===== config.mk =====
export PLATFORM = sky130hd
export DESIGN_NAME = utf8_to_pinyin_letters
export DESIGN_NICKNAME = d
export VERILOG_FILES = /design/src/hw/rtl/u2p_pkg.sv /design/src/hw/rtl/utf8_to_pinyin_letters.sv /design/src/hw/rtl/u2p_front.sv /design/src/hw/rtl/u2p_queue.sv /design/src/hw/rtl/u2p_back.sv
export SDC_FILE = /design/constraint.sdc
export NUM_CORES = 1
export LEC_CHECK = 0
export BUFFER_PORTS_ARGS = -buffer_cell sky130_fd_sc_hd__buf_2
export CORE_ASPECT_RATIO = 0.5
export CORE_MARGIN = 2
export CORE_UTILIZATION = 45
export DETAILED_ROUTE_END_ITERATION = 8
export HOLD_SLACK_MARGIN = 0.15
export PLACE_DENSITY = 0.58
export SLEW_MARGIN = 5
export SYNTH_ARGS = -nofsm -noshare
export SYNTH_HDL_FRONTEND = slang
export SYNTH_SLANG_ARGS = --single-unit

===== constraint.sdc =====
create_clock -name i_clk -period 6 [get_ports i_clk]
set_input_delay 0.6 -clock i_clk [delete_from_list [all_inputs] [get_ports i_clk]]
set_output_delay 0.6 -clock i_clk [all_outputs]
set_load 0.1 [all_outputs]

===== src/hw/rtl/u2p_pkg.sv =====
// Shared types, sizes and the pinyin spelling table of the UTF-8 to pinyin block.
// Used by the front, the spelling queue, the back and the top level. No dependencies.
package u2p_pkg;

    // Longest spelling held in the table, in letters.
    localparam int MAX_LETTERS = 6;
    localparam int LEN_W       = $clog2(MAX_LETTERS + 1);
    localparam int IDX_W       = $clog2(MAX_LETTERS);
    localparam int CP_W        = 21;

    // Depth of the queue between the front and the back.
    localparam int QDEPTH = 4;
    localparam int QAW    = $clog2(QDEPTH);
    localparam int QCW    = $clog2(QDEPTH + 1);

    // One spelling: letter count and ASCII bytes, the first letter in the highest used byte.
    typedef struct packed {
        logic [LEN_W-1:0]                len;
        logic [MAX_LETTERS-1:0][7:0]     chars;
    } t_spell;

    // Queue write side, driven by the front.
    typedef struct packed {
        logic   vld;
        t_spell spell;
    } t_q_wr;

    // Queue head, seen by the back.
    typedef struct packed {
        logic   vld;
        t_spell spell;
    } t_q_head;

    // Spelling lookup by code point; a miss returns a zero length.
    function automatic t_spell pinyin_lookup(input logic [15:0] cp);
        t_spell r;
        r = '{len: '0, chars: '0};
        unique case (cp)
            16'h4E00: r = '{len: LEN_W'(2), chars: 48'("YI")};
            16'h4E09: r = '{len: LEN_W'(3), chars: 48'("SAN")};
            16'h4E1A: r = '{len: LEN_W'(2), chars: 48'("YE")};
            16'h4E2D: r = '{len: LEN_W'(5), chars: 48'("ZHONG")};
            16'h4E34: r = '{len: LEN_W'(3), chars: 48'("LIN")};
            16'h4E8B: r = '{len: LEN_W'(3), chars: 48'("SHI")};
            16'h4E8C: r = '{len: LEN_W'(2), chars: 48'("ER")};
            16'h4EA7: r = '{len: LEN_W'(4), chars: 48'("CHAN")};
            16'h4EBA: r = '{len: LEN_W'(3), chars: 48'("REN")};
            16'h4ECB: r = '{len: LEN_W'(3), chars: 48'("JIE")};
            16'h4F1A: r = '{len: LEN_W'(3), chars: 48'("HUI")};
            16'h4F20: r = '{len: LEN_W'(5), chars: 48'("CHUAN")};
            16'h4F4F: r = '{len: LEN_W'(3), chars: 48'("ZHU")};
            16'h4FDD: r = '{len: LEN_W'(3), chars: 48'("BAO")};
            16'h4FE1: r = '{len: LEN_W'(3), chars: 48'("XIN")};
            16'h4FEE: r = '{len: LEN_W'(3), chars: 48'("XIU")};
            16'h503C: r = '{len: LEN_W'(3), chars: 48'("ZHI")};
            16'h5065: r = '{len: LEN_W'(4), chars: 48'("JIAN")};
            16'h513F: r = '{len: LEN_W'(2), chars: 48'("ER")};
            16'h514D: r = '{len: LEN_W'(4), chars: 48'("MIAN")};
            16'h5165: r = '{len: LEN_W'(2), chars: 48'("RU")};
            16'h5168: r = '{len: LEN_W'(4), chars: 48'("QUAN")};
            16'h5185: r = '{len: LEN_W'(3), chars: 48'("NEI")};
            16'h5206: r = '{len: LEN_W'(3), chars: 48'("FEN")};
            16'h529E: r = '{len: LEN_W'(3), chars: 48'("BAN")};
            16'h52A1: r = '{len: LEN_W'(2), chars: 48'("WU")};
            16'h52E4: r = '{len: LEN_W'(3), chars: 48'("QIN")};
            16'h5316: r = '{len: LEN_W'(3), chars: 48'("HUA")};
            16'h533A: r = '{len: LEN_W'(2), chars: 48'("QU")};
            16'h533B: r = '{len: LEN_W'(2), chars: 48'("YI")};
            16'h536B: r = '{len: LEN_W'(3), chars: 48'("WEI")};
            16'h53D1: r = '{len: LEN_W'(2), chars: 48'("FA")};
            16'h53D6: r = '{len: LEN_W'(2), chars: 48'("QU")};
            16'h53E3: r = '{len: LEN_W'(3), chars: 48'("KOU")};
            16'h53F0: r = '{len: LEN_W'(3), chars: 48'("TAI")};
            16'h53F7: r = '{len: LEN_W'(3), chars: 48'("HAO")};
            16'h540E: r = '{len: LEN_W'(3), chars: 48'("HOU")};
            16'h5411: r = '{len: LEN_W'(5), chars: 48'("XIANG")};
            16'h5438: r = '{len: LEN_W'(2), chars: 48'("XI")};
            16'h547C: r = '{len: LEN_W'(2), chars: 48'("HU")};
            16'h5589: r = '{len: LEN_W'(3), chars: 48'("HOU")};
            16'h578B: r = '{len: LEN_W'(4), chars: 48'("XING")};
            16'h57DF: r = '{len: LEN_W'(2), chars: 48'("YU")};
            16'h58EB: r = '{len: LEN_W'(3), chars: 48'("SHI")};
            16'h5907: r = '{len: LEN_W'(3), chars: 48'("BEI")};
            16'h590D: r = '{len: LEN_W'(2), chars: 48'("FU")};
            16'h5916: r = '{len: LEN_W'(3), chars: 48'("WAI")};
            16'h5987: r = '{len: LEN_W'(2), chars: 48'("FU")};
            16'h59E8: r = '{len: LEN_W'(2), chars: 48'("YI")};
            16'h5B66: r = '{len: LEN_W'(3), chars: 48'("XUE")};
            16'h5B9E: r = '{len: LEN_W'(3), chars: 48'("SHI")};
            16'h5BA3: r = '{len: LEN_W'(4), chars: 48'("XUAN")};
            16'h5BA4: r = '{len: LEN_W'(3), chars: 48'("SHI")};
            16'h5BFC: r = '{len: LEN_W'(3), chars: 48'("DAO")};
            16'h5C04: r = '{len: LEN_W'(3), chars: 48'("SHE")};
            16'h5C3F: r = '{len: LEN_W'(4), chars: 48'("NIAO")};
            16'h5DE5: r = '{len: LEN_W'(4), chars: 48'("GONG")};
            16'h5E8A: r = '{len: LEN_W'(6), chars: 48'("CHUANG")};
            16'h5E93: r = '{len: LEN_W'(2), chars: 48'("KU")};
            16'h5EB7: r = '{len: LEN_W'(4), chars: 48'("KANG")};
            16'h5ECA: r = '{len: LEN_W'(4), chars: 48'("LANG")};
            16'h5F0F: r = '{len: LEN_W'(3), chars: 48'("SHI")};
            16'h5FAE: r = '{len: LEN_W'(3), chars: 48'("WEI")};
            16'h5FC3: r = '{len: LEN_W'(3), chars: 48'("XIN")};
            16'h6025: r = '{len: LEN_W'(2), chars: 48'("JI")};
            16'h603B: r = '{len: LEN_W'(4), chars: 48'("ZONG")};
            16'h606F: r = '{len: LEN_W'(2), chars: 48'("XI")};
            16'h611F: r = '{len: LEN_W'(3), chars: 48'("GAN")};
            16'h623F: r = '{len: LEN_W'(4), chars: 48'("FANG")};
            16'h624B: r = '{len: LEN_W'(4), chars: 48'("SHOU")};
            16'h6280: r = '{len: LEN_W'(2), chars: 48'("JI")};
            16'h62A2: r = '{len: LEN_W'(5), chars: 48'("QIANG")};
            16'h62A4: r = '{len: LEN_W'(2), chars: 48'("HU")};
            16'h6301: r = '{len: LEN_W'(3), chars: 48'("CHI")};
            16'h6302: r = '{len: LEN_W'(3), chars: 48'("GUA")};
            16'h63A7: r = '{len: LEN_W'(4), chars: 48'("KONG")};
            16'h652F: r = '{len: LEN_W'(3), chars: 48'("ZHI")};
            16'h6536: r = '{len: LEN_W'(4), chars: 48'("SHOU")};
            16'h6551: r = '{len: LEN_W'(3), chars: 48'("JIU")};
            16'h6559: r = '{len: LEN_W'(4), chars: 48'("JIAO")};
            16'h65B0: r = '{len: LEN_W'(3), chars: 48'("XIN")};
            16'h666E: r = '{len: LEN_W'(2), chars: 48'("PU")};
            16'h672C: r = '{len: LEN_W'(3), chars: 48'("BEN")};
            16'h672F: r = '{len: LEN_W'(3), chars: 48'("SHU")};
            16'h6768: r = '{len: LEN_W'(4), chars: 48'("YANG")};
            16'h6807: r = '{len: LEN_W'(4), chars: 48'("BIAO")};
            16'h6838: r = '{len: LEN_W'(2), chars: 48'("HE")};
            16'h68C0: r = '{len: LEN_W'(4), chars: 48'("JIAN")};
            16'h697C: r = '{len: LEN_W'(3), chars: 48'("LOU")};
            16'h6B8A: r = '{len: LEN_W'(3), chars: 48'("SHU")};
            16'h6CCC: r = '{len: LEN_W'(2), chars: 48'("MI")};
            16'h6CE8: r = '{len: LEN_W'(3), chars: 48'("ZHU")};
            16'h6D88: r = '{len: LEN_W'(4), chars: 48'("XIAO")};
            16'h6DB2: r = '{len: LEN_W'(2), chars: 48'("YE")};
            16'h70ED: r = '{len: LEN_W'(2), chars: 48'("RE")};
            16'h7269: r = '{len: LEN_W'(2), chars: 48'("WU")};
            16'h7279: r = '{len: LEN_W'(2), chars: 48'("TE")};
            16'h73ED: r = '{len: LEN_W'(3), chars: 48'("BAN")};
            16'h751F: r = '{len: LEN_W'(5), chars: 48'("SHENG")};
            16'h7535: r = '{len: LEN_W'(4), chars: 48'("DIAN")};
            16'h75AB: r = '{len: LEN_W'(2), chars: 48'("YI")};
            16'h75BE: r = '{len: LEN_W'(2), chars: 48'("JI")};
            16'h75C5: r = '{len: LEN_W'(4), chars: 48'("BING")};
            16'h7624: r = '{len: LEN_W'(3), chars: 48'("LIU")};
            16'h76AE: r = '{len: LEN_W'(2), chars: 48'("PI")};
            16'h773C: r = '{len: LEN_W'(3), chars: 48'("YAN")};
            16'h795E: r = '{len: LEN_W'(4), chars: 48'("SHEN")};
            16'h79D1: r = '{len: LEN_W'(2), chars: 48'("KE")};
            16'h7AD9: r = '{len: LEN_W'(4), chars: 48'("ZHAN")};
            16'h7BA1: r = '{len: LEN_W'(4), chars: 48'("GUAN")};
            16'h7EBF: r = '{len: LEN_W'(4), chars: 48'("XIAN")};
            16'h7ECF: r = '{len: LEN_W'(4), chars: 48'("JING")};
            16'h7EF4: r = '{len: LEN_W'(3), chars: 48'("WEI")};
            16'h8033: r = '{len: LEN_W'(2), chars: 48'("ER")};
            16'h809D: r = '{len: LEN_W'(3), chars: 48'("GAN")};
            16'h80A0: r = '{len: LEN_W'(5), chars: 48'("CHANG")};
            16'h80A4: r = '{len: LEN_W'(2), chars: 48'("FU")};
            16'h80BE: r = '{len: LEN_W'(4), chars: 48'("SHEN")};
            16'h80BF: r = '{len: LEN_W'(5), chars: 48'("ZHONG")};
            16'h8154: r = '{len: LEN_W'(5), chars: 48'("QIANG")};
            16'h836F: r = '{len: LEN_W'(3), chars: 48'("YAO")};
            16'h8840: r = '{len: LEN_W'(3), chars: 48'("XUE")};
            16'h897F: r = '{len: LEN_W'(2), chars: 48'("XI")};
            16'h8BBE: r = '{len: LEN_W'(3), chars: 48'("SHE")};
            16'h8BCA: r = '{len: LEN_W'(4), chars: 48'("ZHEN")};
            16'h8BDD: r = '{len: LEN_W'(3), chars: 48'("HUA")};
            16'h8D39: r = '{len: LEN_W'(3), chars: 48'("FEI")};
            16'h8D70: r = '{len: LEN_W'(3), chars: 48'("ZOU")};
            16'h9001: r = '{len: LEN_W'(4), chars: 48'("SONG")};
            16'h900F: r = '{len: LEN_W'(3), chars: 48'("TOU")};
            16'h9053: r = '{len: LEN_W'(3), chars: 48'("DAO")};
            16'h914D: r = '{len: LEN_W'(3), chars: 48'("PEI")};
            16'h91D1: r = '{len: LEN_W'(3), chars: 48'("JIN")};
            16'h95E8: r = '{len: LEN_W'(3), chars: 48'("MEN")};
            16'h9632: r = '{len: LEN_W'(4), chars: 48'("FANG")};
            16'h963F: r = '{len: LEN_W'(1), chars: 48'("A")};
            16'h9662: r = '{len: LEN_W'(4), chars: 48'("YUAN")};
            16'h9884: r = '{len: LEN_W'(2), chars: 48'("YU")};
            16'h9A8C: r = '{len: LEN_W'(3), chars: 48'("YAN")};
            16'h9AA8: r = '{len: LEN_W'(2), chars: 48'("GU")};
            16'h9F3B: r = '{len: LEN_W'(2), chars: 48'("BI")};
            default:  r = '{len: '0, chars: '0};
        endcase
        return r;
    endfunction

endpackage


===== src/hw/rtl/utf8_to_pinyin_letters.sv =====
// Top level of the UTF-8 to pinyin letter converter.
// Depends on u2p_pkg, u2p_front, u2p_queue and u2p_back.
//
// Usage:
//   The slave stream takes UTF-8 text, one byte a beat; tlast marks the final byte of a
//   text, after which an unfinished sequence is dropped. The master stream gives one
//   uppercase ASCII letter a beat for each decoded Chinese character found in the
//   spelling table; tlast marks the final letter of that character. ASCII, misses and
//   malformed bytes give no beats.
//   i_cfg_we writes i_cfg_wdata into the mode bit: 1 gives only the initial letter,
//   0 the full spelling. Write it only while no text is in flight.
//   The completing byte passes the front stage register and the queue; the first
//   letter is valid once it is loaded into the output register.
//   Throughput: one input byte a cycle unless stalled, one output letter a cycle while the
//   receiver is ready; each letter is a beat, so long spellings set the sustained rate.
//   A four-entry queue of spellings sits between decoder and letter walker; the input
//   stalls only when that queue is full and a hit is waiting to enter it.
//   When the receiver stalls, the output register holds its beat and the queue fills.
//   Reset (synchronous, active low) clears the decoder, the queue, the output and the
//   mode bit (full spelling).
module utf8_to_pinyin_letters (
    input  logic       i_clk,
    input  logic       i_rst_n,
    input  logic       i_cfg_we,
    input  logic       i_cfg_wdata,
    input  logic       s_axis_tvalid,
    output logic       s_axis_tready,
    input  logic [7:0] s_axis_tdata,   // [7:0] text_byte
    input  logic       s_axis_tlast,   // end_of_text
    output logic       m_axis_tvalid,
    input  logic       m_axis_tready,
    output logic [7:0] m_axis_tdata,   // [6:0] letter, [7] zero
    output logic       m_axis_tlast    // last_of_character
);
    import u2p_pkg::*;

    logic    r_initials_mode;
    t_q_wr   q_wr;
    t_q_head q_head;
    logic    q_full;
    logic    q_pop;
    logic [6:0] letter;

    // Mode register.
    always_ff @(posedge i_clk) begin
        if (!i_rst_n) begin
            r_initials_mode <= 1'b0;
        end else if (i_cfg_we) begin
            r_initials_mode <= i_cfg_wdata;
        end
    end

    u2p_front u_front (
        .i_clk   (i_clk),
        .i_rst_n (i_rst_n),
        .i_valid (s_axis_tvalid),
        .o_ready (s_axis_tready),
        .i_byte  (s_axis_tdata),
        .i_eot   (s_axis_tlast),
        .o_wr    (q_wr),
        .i_full  (q_full)
    );

    u2p_queue u_queue (
        .i_clk   (i_clk),
        .i_rst_n (i_rst_n),
        .i_wr    (q_wr),
        .o_full  (q_full),
        .o_head  (q_head),
        .i_pop   (q_pop)
    );

    u2p_back u_back (
        .i_clk      (i_clk),
        .i_rst_n    (i_rst_n),
        .i_head     (q_head),
        .o_pop      (q_pop),
        .i_initials (r_initials_mode),
        .o_valid    (m_axis_tvalid),
        .i_ready    (m_axis_tready),
        .o_letter   (letter),
        .o_last     (m_axis_tlast)
    );

    assign m_axis_tdata = {1'b0, letter};

endmodule


===== src/hw/rtl/u2p_front.sv =====
// Front of the UTF-8 to pinyin block: decodes bytes into code points and looks them up.
// Depends on u2p_pkg for the spelling table and the queue write type.
module u2p_front (
    input  logic           i_clk,
    input  logic           i_rst_n,
    input  logic           i_valid,
    output logic           o_ready,
    input  logic [7:0]     i_byte,
    input  logic           i_eot,
    output u2p_pkg::t_q_wr o_wr,
    input  logic           i_full
);
    import u2p_pkg::*;

    logic [CP_W-1:0] r_acc, n_acc;
    logic [1:0]      r_exp, n_exp;
    logic            r_cp_vld, n_cp_vld;
    logic [CP_W-1:0] r_cp, n_cp;

    logic            accept;
    logic            advance;
    logic            done;
    logic [CP_W-1:0] acc_dec;
    t_spell          lk;
    logic            hit;

    // Lookup of the completed code point held in the stage register.
    always_comb begin
        lk  = pinyin_lookup(r_cp[15:0]);
        hit = (r_cp[CP_W-1:16] == '0) && (lk.len != '0);
    end

    // The stage moves on when empty, when its code point misses, or when the queue has room.
    assign advance = !r_cp_vld || !hit || !i_full;
    assign o_ready = advance;
    assign accept  = i_valid && advance;

    assign o_wr.vld   = r_cp_vld && hit && !i_full;
    assign o_wr.spell = lk;

    // Sequence decoder: continuation bytes extend an open code point, others start over.
    always_comb begin
        n_exp   = r_exp;
        acc_dec = r_acc;
        done    = 1'b0;
        if ((r_exp != 2'd0) && (i_byte[7:6] == 2'b10)) begin
            acc_dec = {r_acc[CP_W-7:0], i_byte[5:0]};
            n_exp   = r_exp - 2'd1;
            done    = (r_exp == 2'd1);
        end else begin
            n_exp = 2'd0;
            priority if (i_byte[7] == 1'b0) begin
                acc_dec = CP_W'(i_byte);
            end else if (i_byte[7:5] == 3'b110) begin
                acc_dec = CP_W'(i_byte[4:0]);
                n_exp   = 2'd1;
            end else if (i_byte[7:4] == 4'b1110) begin
                acc_dec = CP_W'(i_byte[3:0]);
                n_exp   = 2'd2;
            end else if (i_byte[7:3] == 5'b11110) begin
                acc_dec = CP_W'(i_byte[2:0]);
                n_exp   = 2'd3;
            end else begin
                acc_dec = r_acc;
            end
        end
        n_acc = acc_dec;
        // End of text drops whatever sequence is still open.
        if (i_eot) begin
            n_exp = 2'd0;
            n_acc = '0;
        end
    end

    // Stage register update.
    always_comb begin
        n_cp_vld = r_cp_vld;
        n_cp     = r_cp;
        if (advance) begin
            n_cp_vld = accept && done;
            n_cp     = acc_dec;
        end
    end

    always_ff @(posedge i_clk) begin
        if (!i_rst_n) begin
            r_acc    <= '0;
            r_exp    <= 2'd0;
            r_cp_vld <= 1'b0;
        end else begin
            if (accept) begin
                r_acc <= n_acc;
                r_exp <= n_exp;
            end
            r_cp_vld <= n_cp_vld;
        end
    end

    always_ff @(posedge i_clk) begin
        r_cp <= n_cp;
    end

endmodule


===== src/hw/rtl/u2p_queue.sv =====
// Short queue of spellings between the front and the back of the UTF-8 to pinyin block.
// Depends on u2p_pkg for the entry type and the depth.
module u2p_queue (
    input  logic             i_clk,
    input  logic             i_rst_n,
    input  u2p_pkg::t_q_wr   i_wr,
    output logic             o_full,
    output u2p_pkg::t_q_head o_head,
    input  logic             i_pop
);
    import u2p_pkg::*;

    t_spell           r_mem [QDEPTH];
    logic [QAW-1:0]   r_wp, r_rp;
    logic [QCW-1:0]   r_cnt;
    logic             wr_en;
    logic             rd_en;

    assign o_full       = (r_cnt == QCW'(QDEPTH));
    assign wr_en        = i_wr.vld && !o_full;
    assign rd_en        = i_pop && (r_cnt != '0);
    assign o_head.vld   = (r_cnt != '0);
    assign o_head.spell = r_mem[r_rp];

    // Pointers and fill count.
    always_ff @(posedge i_clk) begin
        if (!i_rst_n) begin
            r_wp  <= '0;
            r_rp  <= '0;
            r_cnt <= '0;
        end else begin
            if (wr_en) begin
                r_wp <= r_wp + QAW'(1);
            end
            if (rd_en) begin
                r_rp <= r_rp + QAW'(1);
            end
            r_cnt <= r_cnt + QCW'(wr_en) - QCW'(rd_en);
        end
    end

    // Entry storage.
    always_ff @(posedge i_clk) begin
        if (wr_en) begin
            r_mem[r_wp] <= i_wr.spell;
        end
    end

endmodule


===== src/hw/rtl/u2p_back.sv =====
// Back of the UTF-8 to pinyin block: walks the spelling at the queue head, one letter a beat.
// Depends on u2p_pkg for the queue head type and letter sizes.
module u2p_back (
    input  logic             i_clk,
    input  logic             i_rst_n,
    input  u2p_pkg::t_q_head i_head,
    output logic             o_pop,
    input  logic             i_initials,
    output logic             o_valid,
    input  logic             i_ready,
    output logic [6:0]       o_letter,
    output logic             o_last
);
    import u2p_pkg::*;

    logic [IDX_W-1:0] r_idx, n_idx;
    logic             r_vld;
    logic [6:0]       r_letter;
    logic             r_last;

    logic             out_free;
    logic             load;
    logic             is_last;
    logic [IDX_W-1:0] pos;

    // The first letter sits in the highest used byte of the spelling.
    assign pos     = IDX_W'(i_head.spell.len - LEN_W'(1) - LEN_W'(r_idx));
    assign is_last = i_initials || (LEN_W'(r_idx) == i_head.spell.len - LEN_W'(1));

    assign out_free = !r_vld || i_ready;
    assign load     = out_free && i_head.vld;
    assign o_pop    = load && is_last;

    always_comb begin
        n_idx = r_idx;
        if (load) begin
            n_idx = is_last ? '0 : r_idx + IDX_W'(1);
        end
    end

    // Output register; takes the next letter whenever the receiver has taken the last one.
    always_ff @(posedge i_clk) begin
        if (!i_rst_n) begin
            r_vld <= 1'b0;
            r_idx <= '0;
        end else begin
            if (out_free) begin
                r_vld <= i_head.vld;
            end
            r_idx <= n_idx;
        end
    end

    always_ff @(posedge i_clk) begin
        if (load) begin
            r_letter <= i_head.spell.chars[pos][6:0];
            r_last   <= is_last;
        end
    end

    assign o_valid  = r_vld;
    assign o_letter = r_letter;
    assign o_last   = r_last;

    // The letter position never runs past the spelling at the head.
    a_idx_in_spell: assert property (@(posedge i_clk) disable iff (!i_rst_n)
        i_head.vld |-> (LEN_W'(r_idx) < i_head.spell.len))
        else $error("letter position beyond spelling length");

    // Every letter shown is an uppercase ASCII letter.
    a_letter_upper: assert property (@(posedge i_clk) disable iff (!i_rst_n)
        r_vld |-> ((r_letter >= 7'd65) && (r_letter <= 7'd90)))
        else $error("output letter outside A to Z");

    // Retiring a spelling goes with a marked final letter in the output register.
    a_pop_marks_last: assert property (@(posedge i_clk) disable iff (!i_rst_n)
        o_pop |=> (r_vld && r_last))
        else $error("spelling retired without a marked final letter");

endmodule


## Word-level counts from Yosys, hierarchy flattened

Memories as Yosys holds them, arrays and structs flattened. A register that Yosys moved wholly into a read port is not among the register bits.
Index checks and enable logic that the tools add are counted.
Widths: inputs -> output; s select.

- Flip-flop bits (word level): 65
- Bits in writable memories: 204
- Output and inout bits: 11
- Logic and storage cells: 243
- Memories: 1

- Add/subtract/negate cells: 8
- $lt $le $gt $ge: 1
- Eq/ne operators: 148
- Muxes and demuxes: 21
- Reduce and logical (&&, ||, !) cells: 52

Memories:

| name | depth | bits a word | read ports | clocked after Yosys merged registers in | wr ports | RTL line | RTL |
|---|---|---|---|---|---|---|---|
| u_queue.r_mem | 4 | 51 | 1 | 1 | 1 | u2p_queue.sv:13 | `t_spell r_mem [QDEPTH];` |

Operators with widths:

| operator | number |
|---|---|
| $pmux 51 s100 | 1 |
| $eq 16x15->1 const B | 113 |
| $eq 16x16->1 const B | 28 |
| $mux 21 | 6 |
| $reduce_or 2->1 | 22 |
| $bmux 8 s3 | 1 |
| $reduce_or 3->1 | 6 |
| $mux 2 | 8 |
| $logic_and 1x1->1 | 10 |
| $mux 7 | 1 |
| $eq 3x3->1 const B | 2 |
| $reduce_bool 3->1 | 2 |
| $eq 5x5->1 const B | 1 |
| $logic_not 5->1 | 1 |
| $reduce_or 5->1 | 1 |
| $add 2x1->2 const B | 2 |
| $eq 4x4->1 const B | 1 |
| $logic_not 1->1 | 4 |
| $logic_or 1x1->1 | 4 |
| $lt 3x4->1 const B | 1 |
| $reduce_or 4->1 | 1 |
| $add 3x1->3 | 1 |
| $add 3x1->3 const B | 1 |
| $eq 3x3->1 | 1 |
| other kinds (9) | 11 |

## Depth between registers and ports, before layout

- Word-level depth: 10
- Gate-level depth with buffers: 18
- Gate-level depth less buffers: 15

## Hierarchy

From an unflattened synthesis, not the netlist that was laid out.

- Cell total of the unflattened synthesis: 1,203
- Area, all modules: 15,078.2 um^2

Modules (own cells, without submodules):

| module | times used | cells an instance | area an instance (um^2) | seq. area each (um^2) |
|---|---|---|---|---|
| u2p_queue | 1 | 315 | 7,896.3 | 6,306.0 |
| u2p_front | 1 | 809 | 6,178.4 | 1,111.1 |
| u2p_back | 1 | 74 | 955.9 | 320.3 |
| utf8_to_pinyin_letters | 1 | 5 | 47.5 | 20.0 |

## Worst setup path before layout

OpenSTA, ideal clock, no wires.

- Path type: reg-to-reg
- Start point: register (tool-made name)
- End point: register u_queue.r_cnt[2]
- Data arrival time: 4,247 ps
- Path slack: 1,638 ps
- Stages on the path, launching flop included: 17
- Buffers on the path: 4
- Clock period less this slack: 4,362 ps
- Path through: dfxtp_1 clkbuf_1 buf_2 buf_1 mux4_2 ha_1 clkdlybuf4s25_2 a31oi_1 nor2_1 ha_1 inv_1 ha_1 inv_1 fa_1 xnor2_1 xnor2_1 and2_1

RTL lines:

| item | RTL line | RTL |
|---|---|---|
| to (signal assigned) | u2p_queue.sv:38 | `r_cnt <= r_cnt + QCW'(wr_en) - QCW'(rd_en);` |
| to (decl) | u2p_queue.sv:15 | `logic [QCW-1:0] r_cnt;` |

## Worst setup path after layout

- Start point: register u_front.r_cp[6]
- End point: output s_axis_tready

- Longest elaborated chain between the ends: 8

Ends and longest elaborated chain:

| item | RTL line | RTL |
|---|---|---|
| from (decl) | u2p_front.sv:18 | `logic [CP_W-1:0] r_cp, n_cp;` |
| from (signal assigned) | u2p_front.sv:100 | `r_cp <= n_cp;` |
| $eq 16x15->1 / $eq 16x16->1 (equally long branches) | u2p_pkg.sv:38 | `unique case (cp)` |
| $reduce_or 5->1 (no line), or another cell as far along | n/a |  |
| $pmux 51 s100 (*) | u2p_pkg.sv:38 |  |
| $reduce_bool 3->1 (*) | u2p_front.sv:30 | `hit = (r_cp[CP_W-1:16] == '0) && (lk.len != '0);` |
| $logic_and 1x1->1 (*) | u2p_front.sv:30 |  |
| $logic_not 1->1 (*) | u2p_front.sv:34 | `assign advance = !r_cp_vld \|\| !hit \|\| !i_full;` |
| $logic_or 1x1->1 (*) (2 in series) | u2p_front.sv:34 |  |
| to (decl) | utf8_to_pinyin_letters.sv:27 | `output logic s_axis_tready,` |

Every way passes the cells marked *; elsewhere a longest branch is shown, timed or not.

==> summary by stage <==
Detailed routing
The number of vias per cell after detailed routing is 7.13. The final route contains 10,600 vias. The post-route DRC violation count is 0. For this block, the initial DRC count from the detailed router was 1,776. In this run the remaining antenna-violating nets after routing total 0. The number of detailed-route iterations in the first pass is 8. In the final routed layout, each cell accounts on average for 32.8 microns.

The wire length after detailed routing is 48,900 microns.

Power
The total leakage power is 4.87 nW. The power dissipated by switching net loads is 0.707 mW. The proportion of total power due to net switching is 25.3%. The part of the power in registers is 52.4%. The internal portion of the total power is 2.09 mW.

The power density of the placed cells is 213 nW/um^2. Per report_power, the combinational group accounts for 4.1% of the total. The fraction of power consumed by the clock network is 43.5%. Power comes to 2.79 mW. VDD sags by at most 0.160 mV.

Clock tree
The CTS tree is done. The number of clock buffers added by TritonCTS is 17. The clock net in this run drives a total of 194 sinks. The setup fix buffers added after clock tree synthesis is 0. The clock slew seen by the registers of the worst setup and hold paths is 0.09 ns. The post-cts hold buffer count is 0. The tree is rooted in a sky130_fd_sc_hd__clkbuf_16.

In this run the number of H-tree levels came out at 4. The worst-skew pair later-pin latency is 0.47 ns. The post-cts resize count is 0.

In this run the deepest clock path goes through 2 buffers.

Synthesis
The dominant register cell in the synthesized netlist is sky130_fd_sc_hd__edfxtp_1. The most used standard cell by instance count after synthesis is sky130_fd_sc_hd__edfxtp_1. In this run the cell area of the synthesized design comes to 12,000 sq um. The number of warnings reported in the yosys synthesis log is 0. The portion of synthesized cell area occupied by the leading cell type is 39.0%. Yosys attributes the largest share of cell area to sky130_fd_sc_hd__edfxtp_1, sky130_fd_sc_hd__mux4_2, sky130_fd_sc_hd__dfxtp_1.

In the synthesized netlist, the cells that appear most often are sky130_fd_sc_hd__edfxtp_1, sky130_fd_sc_hd__nand2_1, sky130_fd_sc_hd__nor2_1. After synthesis, the share of flip-flops with an asynchronous set or reset is 0%. In this run the mean area of a mapped cell was 10.7 sq um.

After synthesis, the netlist uses 86 different library cells. Yosys mapped a number of flops with a built-in enable equal to 156. The largest area contributor in the synthesized netlist is sky130_fd_sc_hd__edfxtp_1. The number of storage elements in the synthesis netlist is 194. The share of the Yosys chip area taken by registers is 45.3%.

Counting every instance in the synthesized netlist gives 1,121.

STA
The worst path setup slack after routing is 0.528 ns. The worst pin sits at a relative slew slack of 1.27%. The number of pins with negative max-slew slack in the final report was 0.

The worst-margin pin slew is 1.46 ns. The largest clock skew in the final design is 0.0192 ns. The worst path needs 5.47 ns of the cycle, external delays included. The number of hold-slack violations in the final timing report is 0.

Adding up every negative setup slack in the final design gives 0 ns. Setup repair after global routing left no endpoint under its margin. Derived from the worst setup path, the maximum achievable clock frequency is 183 MHz.

Setup violations remaining at the end of the flow were counted as 0. Dividing the final minimum period by the clock period gives 91.2%.

Worst setup path
The worst setup path endpoint is s_axis_tready. The critical path is of the reg -> out type. The worst register-to-register path has a depth of 13. The longest individual stage delay on the worst path is 1.33 ns. The source of the critical timing path is u_front.r_cp[6]$_DFFE_PP_. The number of buffer and inverter stages on the critical path is 1. The arrival time of the worst setup path is 4.87 ns. Grouping stages by cell kind, the critical path spends the most delay in simple AND/OR/NAND/NOR gates.

In this run the number of cells on the critical path is 8. The startpoint identified for the worst register-to-register timing path is u_front.r_cp[6]$_DFFE_PP_. Along the worst path, the maximum fanout reaches 27. The critical path goes through nor4bb_2 -> nand3_1 -> a21oi_1 -> nand4b_1 -> nor3_1 -> nor3b_2 -> a21o_4 -> buf_2. The endpoint identified for the worst register-to-register timing path is u_queue.r_cnt[2]$_SDFF_PN0_. On the critical path, the stage with the largest delay is an instance of sky130_fd_sc_hd__nor4bb_2. The worst setup path is captured at a primary output.

STA classifies the critical path startpoint as a flop. The required time of the critical path is 5.40 ns. The slack of the worst reg-to-reg path is 0.88 ns.

Global route
Summed over all layers, the global routing overflow is 0. The initial antenna violation count came to 0. The via count of the first global-routing pass came to 9,955.

The fraction of met3 tracks used by global routing is 9.87%. The global-route total usage across every layer is 34.8%. The global-route met1 utilization is 47.3%. The global-route wire length before repair is 70,000 microns.

Entering global routing, the biggest net connects 40 pins. The global routing stage identified its most utilized layer as met2. In the global route stage, met2 resource usage came out at 51.7%.

Finish
The register area is 5450 sq um. The number of antenna diodes in the final layout is 0. The filler cells instantiated in the layout total 2,381. The final net count is 1,155. In the final layout, the share of cells above drive strength 1 is 17.3%. The area used by multi-input combinational logic is 6030 sq um. From synthesis to final layout, the design area changed by 9.35%.

The core occupancy in the finished layout is 49.9%.

Floorplan
The starting density of the core is 45.6%. In this run the count of I/O pins placed on the die edge is 26. Measured along the x axis, the die boundary spans 235 microns. The die covers 28,100 sq um. Measured along the y axis, the die boundary spans 120 microns. The region available for standard cell placement spans 26,300 sq um. The floorplan row count is 42.

Placed design
The HPWL after detailed placement is 36,600 microns. The count of buffers added on input and output ports is 23. The final weighted congestion in routability-driven placement is 1.18. The worst slack after detailed placement is 1.17 ns.

Run status
The final reports fail on max-capacitance violations. The flow ran to the end, but the final reports show violations.

Run
Across the run, the number of max-cap violations was 1.

Min path
The worst hold-check path type is in -> reg.
power groups by stage:
stage               Clock (mW)  Combinational [mW]  Sequential (mW)
detailed placement           0               0.109             1.49
global placement             0               0.110             1.49
floorplan                    0              0.0978             1.47
CTS                       1.23               0.109             1.46
global route              1.29               0.117             1.47
finish                    1.21               0.115             1.46
logic make-up (layout without fill, tap and decap cells):
group | Yosys count | after routing | share of synthesized area [%]
compound gates | 136 | 136 | 8.14
other cells | 1 | 2 | 0.0312
fa+ha+maj | 14 | 14 | 1.58
simple gates | 589 | 589 | 29.9
mux | 68 | 68 | 9.47
buf+inv | 110 | 127 | 4.87
flops | 194 | 194 | 45.3
xor+xnor | 9 | 9 | 0.656
worst register-to-register path: stages (launching register included):
cell	delay [ns]
sky130_fd_sc_hd__edfxtp_1	0.87
sky130_fd_sc_hd__nor4bb_2	1.33
sky130_fd_sc_hd__nand3_1	0.18
sky130_fd_sc_hd__a21oi_1	0.69
sky130_fd_sc_hd__nand4b_1	0.28
sky130_fd_sc_hd__nor3_1	0.10
sky130_fd_sc_hd__nor3b_2	0.21
sky130_fd_sc_hd__a21oi_4	0.26
sky130_fd_sc_hd__ha_1	0.19
sky130_fd_sc_hd__inv_1	0.05
sky130_fd_sc_hd__fa_1	0.40
sky130_fd_sc_hd__xnor2_1	0.15
sky130_fd_sc_hd__xnor2_1	0.13
sky130_fd_sc_hd__and2_1	0.15
worst min path at each step:
stage                                              start                             end  cells after the start
after floorplan           u_front.r_acc[15]$_SDFFE_PN0P_  u_front.r_acc[15]$_SDFFE_PN0P_                      2
after global placement    u_front.r_acc[16]$_SDFFE_PN0P_  u_front.r_acc[16]$_SDFFE_PN0P_                      2
after detailed placement  u_front.r_acc[20]$_SDFFE_PN0P_  u_front.r_acc[20]$_SDFFE_PN0P_                      2
after CTS                                  m_axis_tready     u_back.o_valid$_SDFFE_PN0N_                      4
after global routing                         i_cfg_wdata    r_initials_mode$_SDFFE_PN0P_                      3
final                                      m_axis_tready     u_back.o_valid$_SDFFE_PN0N_                      4
through the flow:
step	area [sq um]	instances	hold slack, ns
detailed placement	12500	1459	0.452
global route	13100	1491	0.475
floorplan	12000	1122	0.438
CTS	13100	1491	0.412
finish	13100	1491	0.425
global placement	12500	1459	0.447
routing by layer:
layer,wire length [microns],up-vias,share of wire [%]
met3,5410,204,11
met5,0,-,0
met2,20800,736,43
li1,-,4430,-
met4,2660,0,5.4
met1,20000,5265,41
cell type report:
cell class	count	area share, %
sequential	194	41.5
timing repair buffer	77	3.96
clock buffer	17	3.24
tap	352	3.35
clock inverter	15	1.57
multi-input combinational	818	45.9
inverter	18	0.514
layout by cell type, fill, tap and decap left out, drive strengths merged, types with 20 or more instances in the layout:
cell,Yosys,routed
edfxtp,156,156
nand2,135,135
buf,59,77
nor2,73,73
nor4,58,58
nand3,55,55
nand4,54,54
dfxtp,38,38
nor3,37,37
mux4,36,36
mux2i,27,27
inv,18,25
o21ai,22,22
a21oi,21,21
nand4b,20,20
nor4b,20,20
sequential cells by signal, summed over array words and instances, names as in the netlist, named ones only:
signal	count
u_back.o_last	1
u_back.o_letter	6
u_back.o_valid	1
u_front.r_cp	21
u_back.r_idx	3
u_front.r_exp	2
u_queue.r_wp	2
u_front.r_cp_vld	1
r_initials_mode	1
u_queue.r_mem	128
u_queue.r_rp	2
u_queue.r_cnt	3
u_front.r_acc	21
Note: power is estimated with default switching activity, not from simulation.
